`config.mk`:
```
export PLATFORM = sky130hd
export DESIGN_NAME = afsk_tone_correlator
export DESIGN_NICKNAME = d
export VERILOG_FILES = /design/src/hdl/afsk_pkg.sv /design/src/hdl/afsk_sine_rom.sv /design/src/hdl/afsk_hist_mem.sv /design/src/hdl/afsk_mac.sv /design/src/hdl/afsk_tone_correlator.sv
export SDC_FILE = /design/constraint.sdc
export NUM_CORES = 2
export LEC_CHECK = 0
export BUFFER_PORTS_ARGS = -buffer_cell sky130_fd_sc_hd__buf_2
export CAP_MARGIN = 40
export CORE_AREA = 2 2 750 453
export CTS_CLUSTER_DIAMETER = 40
export DETAILED_ROUTE_END_ITERATION = 12
export DIE_AREA = 0 0 752 455
export SLEW_MARGIN = 20
export SYNTH_ARGS = -nofsm -noshare
export SYNTH_HDL_FRONTEND = slang
export SYNTH_HIERARCHICAL = 1
export SYNTH_SLANG_ARGS = --single-unit
```
`constraint.sdc`:
```
create_clock -name clock -period 16.25 [get_ports clock]
set_clock_uncertainty 0.2 [all_clocks]
set_input_delay 0.8125 -clock clock [delete_from_list [all_inputs] [get_ports clock]]
set_output_delay 0.8125 -clock clock [all_outputs]
set_load 0.01 [all_outputs]
```
`src/hdl/afsk_pkg.sv`:
```
// Shared constants, types and the quarter-wave sine table of the AFSK tone correlator.
// No dependencies; every other file in hdl/ refers to this package by scoped names.

package afsk_pkg;

   localparam int SAMPLE_W        = 16;
   localparam int STEP_W          = 31;
   localparam int PHASE_W         = 32;
   localparam int WINDOW_LENGTH   = 40;
   localparam int TABLE_ADDR_BITS = 10;

   localparam int QUARTER_BITS = TABLE_ADDR_BITS - 2;
   localparam int QUARTER_LEN  = 1 << QUARTER_BITS;
   localparam int PTR_W        = (WINDOW_LENGTH > 1) ? $clog2(WINDOW_LENGTH) : 1;
   // exact window sum of WINDOW_LENGTH Q15 products
   localparam int SUM_W        = SAMPLE_W + $clog2(WINDOW_LENGTH);
   localparam int PROD_W       = 2 * SUM_W;
   localparam int ACC_W        = PROD_W + 2;
   localparam int LANES        = 4;
   localparam int HIST_W       = LANES * SAMPLE_W;

   localparam logic [STEP_W-1:0] MARK_STEP_RESET  = 31'd107374182;
   localparam logic [STEP_W-1:0] SPACE_STEP_RESET = 31'd196852668;

   // register indexes
   localparam logic CSR_MARK_STEP  = 1'b0;
   localparam logic CSR_SPACE_STEP = 1'b1;

   localparam logic [TABLE_ADDR_BITS-1:0] QUARTER_ADDR = TABLE_ADDR_BITS'(QUARTER_LEN);
   localparam logic [QUARTER_BITS:0]      QUARTER_X    = (QUARTER_BITS + 1)'(QUARTER_LEN);

   // Taylor coefficients of sin(pi/2 * z), Q30
   localparam longint Q30_ONE = 64'sd1073741824;
   localparam longint POLY_A1 = 64'sd1686629713;
   localparam longint POLY_A3 = -64'sd693598668;
   localparam longint POLY_A5 = 64'sd85569300;
   localparam longint POLY_A7 = -64'sd5026988;
   localparam longint POLY_A9 = 64'sd172272;

   typedef logic [SAMPLE_W-2:0] quarter_rom_type [QUARTER_LEN];

   typedef struct packed {
      logic mul_en;
      logic acc_clear;
      logic acc_add;
      logic acc_sub;
   } mac_ctrl_type;

   // Q15 magnitude of the quarter wave at step x of QUARTER_LEN, rounded half up
   function automatic logic [SAMPLE_W-2:0] quarter_sine(input int x);
      longint z;
      longint z2;
      longint p;
      longint s;
      z  = longint'(x) <<< (30 - QUARTER_BITS);
      z2 = (z * z) / Q30_ONE;
      p  = POLY_A9;
      p  = POLY_A7 + (p * z2) / Q30_ONE;
      p  = POLY_A5 + (p * z2) / Q30_ONE;
      p  = POLY_A3 + (p * z2) / Q30_ONE;
      p  = POLY_A1 + (p * z2) / Q30_ONE;
      s  = (z * p) / Q30_ONE;
      if (s < 0) begin
         s = 0;
      end
      s = (s + 64'sd16384) / 64'sd32768;
      if (s > 64'sd32767) begin
         s = 64'sd32767;
      end
      return s[SAMPLE_W-2:0];
   endfunction

   function automatic quarter_rom_type build_quarter_rom();
      quarter_rom_type rom;
      for (int i = 0; i < QUARTER_LEN; i++) begin
         rom[i] = quarter_sine(i);
      end
      return rom;
   endfunction

   localparam quarter_rom_type     QUARTER_ROM  = build_quarter_rom();
   // value at exactly a quarter turn, one past the end of the table
   localparam logic [SAMPLE_W-2:0] QUARTER_PEAK = quarter_sine(QUARTER_LEN);

endpackage

```
`src/hdl/afsk_sine_rom.sv`:
```
// Registered sine lookup: quarter-wave table with mirroring and sign for the full turn.
// Depends on afsk_pkg for the table and its widths.

module afsk_sine_rom (
   input  logic                                  clock,
   input  logic                                  rd_en,
   input  logic [afsk_pkg::TABLE_ADDR_BITS-1:0]  addr,
   output logic signed [afsk_pkg::SAMPLE_W-1:0]  value
);

   logic [1:0]                          quadrant;
   logic [afsk_pkg::QUARTER_BITS-1:0]   fraction;
   logic [afsk_pkg::QUARTER_BITS:0]     x;
   logic [afsk_pkg::SAMPLE_W-2:0]       magnitude;
   logic signed [afsk_pkg::SAMPLE_W-1:0] value_in;
   logic signed [afsk_pkg::SAMPLE_W-1:0] value_ff;

   assign quadrant = addr[afsk_pkg::TABLE_ADDR_BITS-1 -: 2];
   assign fraction = addr[afsk_pkg::QUARTER_BITS-1:0];

   always_comb begin
      // odd quadrants run the quarter wave backward
      x = quadrant[0] ? (afsk_pkg::QUARTER_X - {1'b0, fraction}) : {1'b0, fraction};
      magnitude = x[afsk_pkg::QUARTER_BITS] ? afsk_pkg::QUARTER_PEAK
                                           : afsk_pkg::QUARTER_ROM[x[afsk_pkg::QUARTER_BITS-1:0]];
      value_in = quadrant[1] ? -$signed({1'b0, magnitude}) : $signed({1'b0, magnitude});
   end

   always_ff @(posedge clock) begin
      if (rd_en) begin
         value_ff <= value_in;
      end
   end

   assign value = value_ff;

endmodule

```
`src/hdl/afsk_hist_mem.sv`:
```
// Product history: one word of four Q15 products per window slot, registered read.
// Depends on afsk_pkg; per-slot valid bits make unwritten slots read as zero after reset.

module afsk_hist_mem (
   input  logic                              clock,
   input  logic                              reset,
   input  logic                              rd_en,
   input  logic [afsk_pkg::PTR_W-1:0]        rd_addr,
   output logic [afsk_pkg::HIST_W-1:0]       rd_data,
   input  logic                              wr_en,
   input  logic [afsk_pkg::PTR_W-1:0]        wr_addr,
   input  logic [afsk_pkg::HIST_W-1:0]       wr_data
);

   logic [afsk_pkg::HIST_W-1:0] mem [afsk_pkg::WINDOW_LENGTH];
   logic [afsk_pkg::WINDOW_LENGTH-1:0] valid_ff;
   logic [afsk_pkg::HIST_W-1:0] rd_word_ff;
   logic                        rd_valid_ff;

   always_ff @(posedge clock) begin
      if (wr_en) begin
         mem[wr_addr] <= wr_data;
      end
      if (rd_en) begin
         rd_word_ff <= mem[rd_addr];
      end
   end

   always_ff @(posedge clock) begin
      if (reset) begin
         valid_ff    <= '0;
         rd_valid_ff <= 1'b0;
      end else begin
         if (wr_en) begin
            valid_ff[wr_addr] <= 1'b1;
         end
         if (rd_en) begin
            rd_valid_ff <= valid_ff[rd_addr];
         end
      end
   end

   assign rd_data = rd_valid_ff ? rd_word_ff : '0;

endmodule

```
`src/hdl/afsk_mac.sv`:
```
// Shared signed multiplier with a registered product and an energy difference accumulator.
// Depends on afsk_pkg for widths and the control struct.

module afsk_mac (
   input  logic                                clock,
   input  afsk_pkg::mac_ctrl_type              ctrl,
   input  logic signed [afsk_pkg::SUM_W-1:0]   op_a,
   input  logic signed [afsk_pkg::SUM_W-1:0]   op_b,
   output logic signed [afsk_pkg::PROD_W-1:0]  prod,
   output logic signed [afsk_pkg::ACC_W-1:0]   acc
);

   logic signed [afsk_pkg::PROD_W-1:0] prod_ff;
   logic signed [afsk_pkg::ACC_W-1:0]  acc_ff;
   logic signed [afsk_pkg::ACC_W-1:0]  prod_ext;

   assign prod_ext = {{(afsk_pkg::ACC_W - afsk_pkg::PROD_W){prod_ff[afsk_pkg::PROD_W-1]}},
                      prod_ff};

   always_ff @(posedge clock) begin
      if (ctrl.mul_en) begin
         prod_ff <= op_a * op_b;
      end
      if (ctrl.acc_clear) begin
         acc_ff <= '0;
      end else if (ctrl.acc_add) begin
         acc_ff <= acc_ff + prod_ext;
      end else if (ctrl.acc_sub) begin
         acc_ff <= acc_ff - prod_ext;
      end
   end

   assign prod = prod_ff;
   assign acc  = acc_ff;

endmodule

```
`src/hdl/afsk_tone_correlator.sv`:
```
// Top level of the AFSK tone correlator: sequencer, phase accumulators and window sums.
// Depends on afsk_pkg, afsk_sine_rom, afsk_hist_mem and afsk_mac.
//
//   channel  ports                                   direction  word
//   req      req_valid req_stall req_audio_sample    in         one Q15 sample
//   rsp      rsp_valid rsp_stall rsp_tone_bit        out        one tone bit per sample
//   csr      csr_we csr_index csr_wdata              in         phase step write
//
// Each sample runs through the one shared multiplier in turn: four table products
// (lookup, multiply, sum update) and four squares (square, energy accumulate), then a
// retire state that waits while the rsp register is full and stalled. A new sample is
// taken only once the last one has retired; req_stall is high while busy.
// Reset is synchronous; history valid bits clear at once, so no clearing pass.
// A finished bit waits in the rsp register; a new sample is taken meanwhile.

module afsk_tone_correlator (
   input  logic                                 clock,
   input  logic                                 reset,
   input  logic                                 req_valid,
   output logic                                 req_stall,
   input  logic signed [afsk_pkg::SAMPLE_W-1:0] req_audio_sample,
   output logic                                 rsp_valid,
   input  logic                                 rsp_stall,
   output logic                                 rsp_tone_bit,
   input  logic                                 csr_we,
   input  logic                                 csr_index,
   input  logic [afsk_pkg::STEP_W-1:0]          csr_wdata
);

   typedef enum logic [2:0] {
      ST_IDLE,
      ST_LOOK,
      ST_MUL,
      ST_SUM,
      ST_SQUARE,
      ST_ENERGY,
      ST_DONE
   } state_type;

   localparam int SW = afsk_pkg::SAMPLE_W;
   localparam int TB = afsk_pkg::TABLE_ADDR_BITS;

   state_type state_ff;
   logic      rsp_valid_ff;
   logic      rsp_tone_bit_ff;

   logic [afsk_pkg::STEP_W-1:0]  mark_step_ff;
   logic [afsk_pkg::STEP_W-1:0]  space_step_ff;
   logic [afsk_pkg::PHASE_W-1:0] mark_phase_ff;
   logic [afsk_pkg::PHASE_W-1:0] space_phase_ff;
   logic [TB-1:0]                mark_addr_ff;
   logic [TB-1:0]                space_addr_ff;
   logic signed [SW-1:0]         sample_ff;
   logic [1:0]                   lane_ff;
   logic [afsk_pkg::PTR_W-1:0]   ptr_ff;
   logic [afsk_pkg::PTR_W-1:0]   ptr_in;
   logic signed [afsk_pkg::SUM_W-1:0] sums_ff [afsk_pkg::LANES];
   logic signed [afsk_pkg::SUM_W-1:0] sum_in;
   logic [afsk_pkg::HIST_W-1:0]  new_hist_ff;

   logic                         accept;
   logic                         finish;
   logic [TB-1:0]                rom_addr;
   logic signed [SW-1:0]         rom_value;
   logic [afsk_pkg::HIST_W-1:0]  hist_rd_data;
   logic [SW-1:0]                prod_q15;
   logic [SW-1:0]                old_q15;
   logic signed [afsk_pkg::SUM_W-1:0] op_a;
   logic signed [afsk_pkg::SUM_W-1:0] op_b;
   logic signed [afsk_pkg::PROD_W-1:0] mac_prod;
   logic signed [afsk_pkg::ACC_W-1:0]  mac_acc;
   afsk_pkg::mac_ctrl_type       mac_ctrl;
   logic                         tone_in;

   assign accept    = req_valid && (state_ff == ST_IDLE);
   assign finish    = (state_ff == ST_DONE) && (!rsp_valid_ff || !rsp_stall);
   assign req_stall = (state_ff != ST_IDLE);

   always_comb begin
      rom_addr = (lane_ff[1] ? space_addr_ff : mark_addr_ff)
               + (lane_ff[0] ? afsk_pkg::QUARTER_ADDR : {TB{1'b0}});
      // floor(sample * table / 2^15), kept to 16 bits
      prod_q15 = mac_prod[2*SW-2 -: SW];
      old_q15  = hist_rd_data[{lane_ff, 4'b0000} +: SW];
      sum_in   = sums_ff[lane_ff]
               + {{(afsk_pkg::SUM_W - SW){prod_q15[SW-1]}}, prod_q15}
               - {{(afsk_pkg::SUM_W - SW){old_q15[SW-1]}}, old_q15};
      if (state_ff == ST_SQUARE) begin
         op_a = sums_ff[lane_ff];
         op_b = sums_ff[lane_ff];
      end else begin
         op_a = {{(afsk_pkg::SUM_W - SW){sample_ff[SW-1]}}, sample_ff};
         op_b = {{(afsk_pkg::SUM_W - SW){rom_value[SW-1]}}, rom_value};
      end
      mac_ctrl.mul_en    = (state_ff == ST_MUL) || (state_ff == ST_SQUARE);
      mac_ctrl.acc_clear = accept;
      // mark squares add, space squares subtract
      mac_ctrl.acc_add   = (state_ff == ST_ENERGY) && !lane_ff[1];
      mac_ctrl.acc_sub   = (state_ff == ST_ENERGY) && lane_ff[1];
      ptr_in  = (ptr_ff == afsk_pkg::PTR_W'(afsk_pkg::WINDOW_LENGTH - 1))
              ? '0 : ptr_ff + 1'b1;
      tone_in = !mac_acc[afsk_pkg::ACC_W-1] && (mac_acc != '0);
   end

   afsk_sine_rom u_rom (
      .clock (clock),
      .rd_en (state_ff == ST_LOOK),
      .addr  (rom_addr),
      .value (rom_value)
   );

   afsk_hist_mem u_hist (
      .clock   (clock),
      .reset   (reset),
      .rd_en   (accept),
      .rd_addr (ptr_ff),
      .rd_data (hist_rd_data),
      .wr_en   (finish),
      .wr_addr (ptr_ff),
      .wr_data (new_hist_ff)
   );

   afsk_mac u_mac (
      .clock (clock),
      .ctrl  (mac_ctrl),
      .op_a  (op_a),
      .op_b  (op_b),
      .prod  (mac_prod),
      .acc   (mac_acc)
   );

   always_ff @(posedge clock) begin
      if (reset) begin
         state_ff       <= ST_IDLE;
         rsp_valid_ff   <= 1'b0;
         lane_ff        <= '0;
         ptr_ff         <= '0;
         mark_step_ff   <= afsk_pkg::MARK_STEP_RESET;
         space_step_ff  <= afsk_pkg::SPACE_STEP_RESET;
         mark_phase_ff  <= '0;
         space_phase_ff <= '0;
         for (int i = 0; i < afsk_pkg::LANES; i++) begin
            sums_ff[i] <= '0;
         end
      end else begin
         if (csr_we) begin
            case (csr_index)
               afsk_pkg::CSR_MARK_STEP:  mark_step_ff  <= csr_wdata;
               afsk_pkg::CSR_SPACE_STEP: space_step_ff <= csr_wdata;
               default: ;
            endcase
         end
         // a retiring sample refills the rsp register in the same cycle
         if (rsp_valid_ff && !rsp_stall && !finish) begin
            rsp_valid_ff <= 1'b0;
         end
         case (state_ff)
            ST_IDLE: begin
               if (accept) begin
                  sample_ff      <= req_audio_sample;
                  mark_addr_ff   <= mark_phase_ff[afsk_pkg::PHASE_W-1 -: TB];
                  space_addr_ff  <= space_phase_ff[afsk_pkg::PHASE_W-1 -: TB];
                  mark_phase_ff  <= mark_phase_ff + {1'b0, mark_step_ff};
                  space_phase_ff <= space_phase_ff + {1'b0, space_step_ff};
                  lane_ff        <= '0;
                  state_ff       <= ST_LOOK;
               end
            end
            ST_LOOK: begin
               state_ff <= ST_MUL;
            end
            ST_MUL: begin
               state_ff <= ST_SUM;
            end
            ST_SUM: begin
               sums_ff[lane_ff]                    <= sum_in;
               new_hist_ff[{lane_ff, 4'b0000} +: SW] <= prod_q15;
               lane_ff                             <= lane_ff + 2'd1;
               state_ff <= (lane_ff == 2'd3) ? ST_SQUARE : ST_LOOK;
            end
            ST_SQUARE: begin
               state_ff <= ST_ENERGY;
            end
            ST_ENERGY: begin
               lane_ff  <= lane_ff + 2'd1;
               state_ff <= (lane_ff == 2'd3) ? ST_DONE : ST_SQUARE;
            end
            ST_DONE: begin
               if (finish) begin
                  rsp_tone_bit_ff <= tone_in;
                  rsp_valid_ff    <= 1'b1;
                  ptr_ff          <= ptr_in;
                  state_ff        <= ST_IDLE;
               end
            end
            default: begin
               state_ff <= ST_IDLE;
            end
         endcase
      end
   end

   assign rsp_valid    = rsp_valid_ff;
   assign rsp_tone_bit = rsp_tone_bit_ff;

endmodule
```
==> impl_metrics.env <==
export IMPL_start_util_pct=44.8
export IMPL_io_pins=56
export IMPL_rrSetupSlack_ns=6.78
export IMPL_antenna_found_initial=23
export IMPL_multi_input_area_mm2=0.0549
export IMPL_grt_pass1_wl_mm=649
export IMPL_overflow=0
export IMPL_drv_cap=0
export IMPL_drt_iter0_markers=13400
export IMPL_synth_top_flop_cell="edfxtp_1"
export IMPL_synthXorXnorAreaFrac_pct=1.20
export IMPL_yosysUniqueCellTypes=113
export IMPL_vias=92300
export IMPL_fillers=27600
export IMPL_port_buffers=55
export IMPL_rsz0062_at_grt="false"
export IMPL_fp_row_count=165
export IMPL_root_buffer="clkbuf_16"
export IMPL_ys_top_cells_by_area="edfxtp_1, mux4_2, fa_1"
export IMPL_clock_sinks=3100
export IMPL_syn_cell_area_mm2=0.150
export IMPL_tightest_slew_ns=1.07
export IMPL_fin_crit_sh_pct=58.3
export IMPL_p_leak_uw=0.0638
export IMPL_power_density_mw_per_mm2=225
export IMPL_cp_start_kind="flip-flop"
export IMPL_hp_start="reset"
export IMPL_synthMuxAreaShare_pct=12.3
export IMPL_hold_viol=0
export IMPL_synth_top_area_share_pct=57.4
export IMPL_synth_edf_count=2873
export IMPL_hpwl_mm=291
export IMPL_ir_drop_uv=1130
export IMPL_dp_cells=14300
export IMPL_cp_data_required_time_ns=16.68
export IMPL_place_congestion=0.940
export IMPL_path_clk_slew_ns=0.06
export IMPL_timing_slew_headroom_pct=28.8
export IMPL_hold_path_endpoint="u_hist/valid_ff[21]"
export IMPL_netlist_instances=9955
export IMPL_syn_num_nets=10800
export IMPL_switching_share_pct=41.1
export IMPL_grt_max_degree=99
export IMPL_timing_rr_end="u_mac/prod[43]"
export IMPL_synth_compound_area_share_pct=6.34
export IMPL_setup_violations=0
export IMPL_drv_slew=0
export IMPL_status="finished, final reports clean"
export IMPL_fin_crit_ns=9.47
export IMPL_ant_nets=0
export IMPL_route_detailed_drc=0
export IMPL_worst_hold_slack_ns=0.138
export IMPL_ys_ff_latch=3100
export IMPL_synth_top_family_by_area="multiplexers"
export IMPL_wl_per_cell_um=30.0
export IMPL_holdPathStages=2
export IMPL_firstDrtPassIters=8
export IMPL_post_place_ws_ns=6.75
export IMPL_worst_r2r_cell_count=25
export IMPL_cts_setup_buffers=0
export IMPL_dieArea_mm2=0.342
export IMPL_yosys_warnings=6
export IMPL_clk_latency_ns=0.94
export IMPL_power_switching_uw=15800
export IMPL_fin_ws_ns=6.78
export IMPL_ctsLongestPathBuffers=4
export IMPL_p_int_uw=22600
export IMPL_p_comb_share_pct=53.9
export IMPL_avgSynthCellArea_um2=15.1
export IMPL_track_usage_pct=26.1
export IMPL_layout_nets=11100
export IMPL_yosys_area_share_simple_pct=6.89
export IMPL_ys_seq_area_share_pct=60.4
export IMPL_async_reset_ff_share_pct=0
export IMPL_grt_pass1_vias=90200
export IMPL_tns_ns=0
export IMPL_stdcell_count=15000
export IMPL_via_per_inst=6.15
export IMPL_cts_htree_levels=5
export IMPL_synth_top_area_cell="edfxtp_1"
export IMPL_crit_type="reg -> reg"
export IMPL_setup_worst_path_end_class="flip-flop"
export IMPL_hold_buffers=49
export IMPL_synth_common_cells="edfxtp_1, nand2_1, mux4_2"
export IMPL_layout_drive_gt1_share_pct=18.5
export IMPL_power_share_sequential_pct=25.8
export IMPL_worstPathArrival_ns=9.90
export IMPL_yosysMostFrequentCell="edfxtp_1"
export IMPL_die_h_um=455
export IMPL_worst_hold_path_type="in -> reg"
export IMPL_cts_tree="yes"
export IMPL_drt_wl_total_mm=451
export IMPL_finalPower_uw=38400
export IMPL_synth_fa_ha_area_share_pct=9.43
export IMPL_area_delta_synth_final_pct=13.4
export IMPL_clock_fmax_ghz=0.106
export IMPL_numCtsBuffers=340
export IMPL_die_x_um=752
export IMPL_core_area_mm2=0.335
export IMPL_cts_resized=0
export IMPL_ff_latch_area_mm2=0.0908
export IMPL_clockPowerShare_pct=20.3
export IMPL_path_max_fanout=22
-- cell usage in the layout (no fill, tap or decap), types with 141 or more instances in the layout --
cell,instances
ha_1,293
nand2_1,818
inv_1,708
nor2_1,400
mux2i_1,141
dfxtp_1,218
o21ai_0,229
fa_1,525
edfxtp_1,2873
clkbuf_16,343
buf_4,262
and2_1,332
a21oi_1,430
mux4_2,727
-- cell type report --
cell class / instances / area share (%)
sequential: 3100 / 53.3
timing repair buffer: 502 / 3.04
tap: 4509 / 3.31
antenna: 12 / 0.0176
clock inverter: 232 / 1.46
clock buffer: 381 / 5.16
multi-input combinational: 5566 / 32.2
inverter: 715 / 1.58
-- registers in the layout, summed over array words and instances (netlist names), named ones only --
name                count
lane_ff                 2
mark_addr_ff           10
mark_phase_ff          32
mark_step_ff           31
new_hist_ff            64
ptr_ff                  6
rsp_tone_bit            1
rsp_valid               1
sample_ff              16
space_addr_ff          10
space_phase_ff         32
space_step_ff          31
state_ff                3
sums_ff                88
u_hist/mem           2560
u_hist/rd_valid_ff      1
u_hist/rd_word_ff      64
u_hist/valid_ff        40
u_mac/acc              46
u_mac/prod             44
u_rom/value            16
-- layer usage --
layer	track usage, %	part of all wire, %	vias to the layer above
met1	42.2	45	48500
met4	5.18	1.9	10
met3	6.01	12	570
met2	35.8	41	5103
met5	0.261	0.041	-
li1	-	-	38200
-- metrics by stage --
stage / instance area [µm²] / util [%]
floorplan: 150000 / -
finish: 171000 / 50.8
detailed placement: 158000 / 47.2
global route: 171000 / 50.8
CTS: 170000 / 50.7
global placement: 156000 / 46.6
-- logic make-up after synthesis --
logic type / after synthesis
flops: 3100
mux: 936
compound gates: 1435
buf+inv: 1289
xor+xnor: 204
fa+ha+maj: 819
simple gates: 2172
-- critical path: stages, from the launching register on --
cell,delay [ns]
dfxtp_1,0.32
buf_4,0.41
mux4_2,0.62
nand2_1,0.12
nand2_1,0.50
and2_1,0.44
fa_1,0.62
inv_1,0.14
fa_1,0.58
inv_1,0.08
fa_1,0.88
inv_1,0.33
fa_1,0.56
inv_1,0.06
fa_1,0.49
fa_1,0.50
inv_1,0.05
fa_1,0.48
inv_1,0.04
ha_1,0.36
o21a_1,0.15
a2111oi_0,0.43
o31ai_2,0.17
a31o_2,0.32
a211o_1,0.26
o311a_1,0.10
-- worst max-delay path by stage --
stage                     end  slack, ns
5_1_grt        u_mac/prod[40]       6.32
2_1_floorplan  u_mac/prod[43]       8.02
3_5_place_dp   u_mac/prod[40]       6.75
3_3_place_gp   u_mac/prod[40]       6.87
6_report       u_mac/prod[43]       6.78
4_1_cts        u_mac/prod[40]       6.76
-- power by group through the flow --
| stage | logic (µW) | registers, µW | clock network, µW |
|---|---|---|---|
| 2_1_floorplan | 15300 | 10000 | 0 |
| 3_3_place_gp | 20300 | 10100 | 0 |
| 3_5_place_dp | 20400 | 10100 | 0 |
| 4_1_cts | 20600 | 9920 | 7930 |
| 5_1_grt | 23100 | 9930 | 8240 |
| 6_report | 20700 | 9920 | 7810 |
No activity file was read; power rests on OpenSTA's default activity.
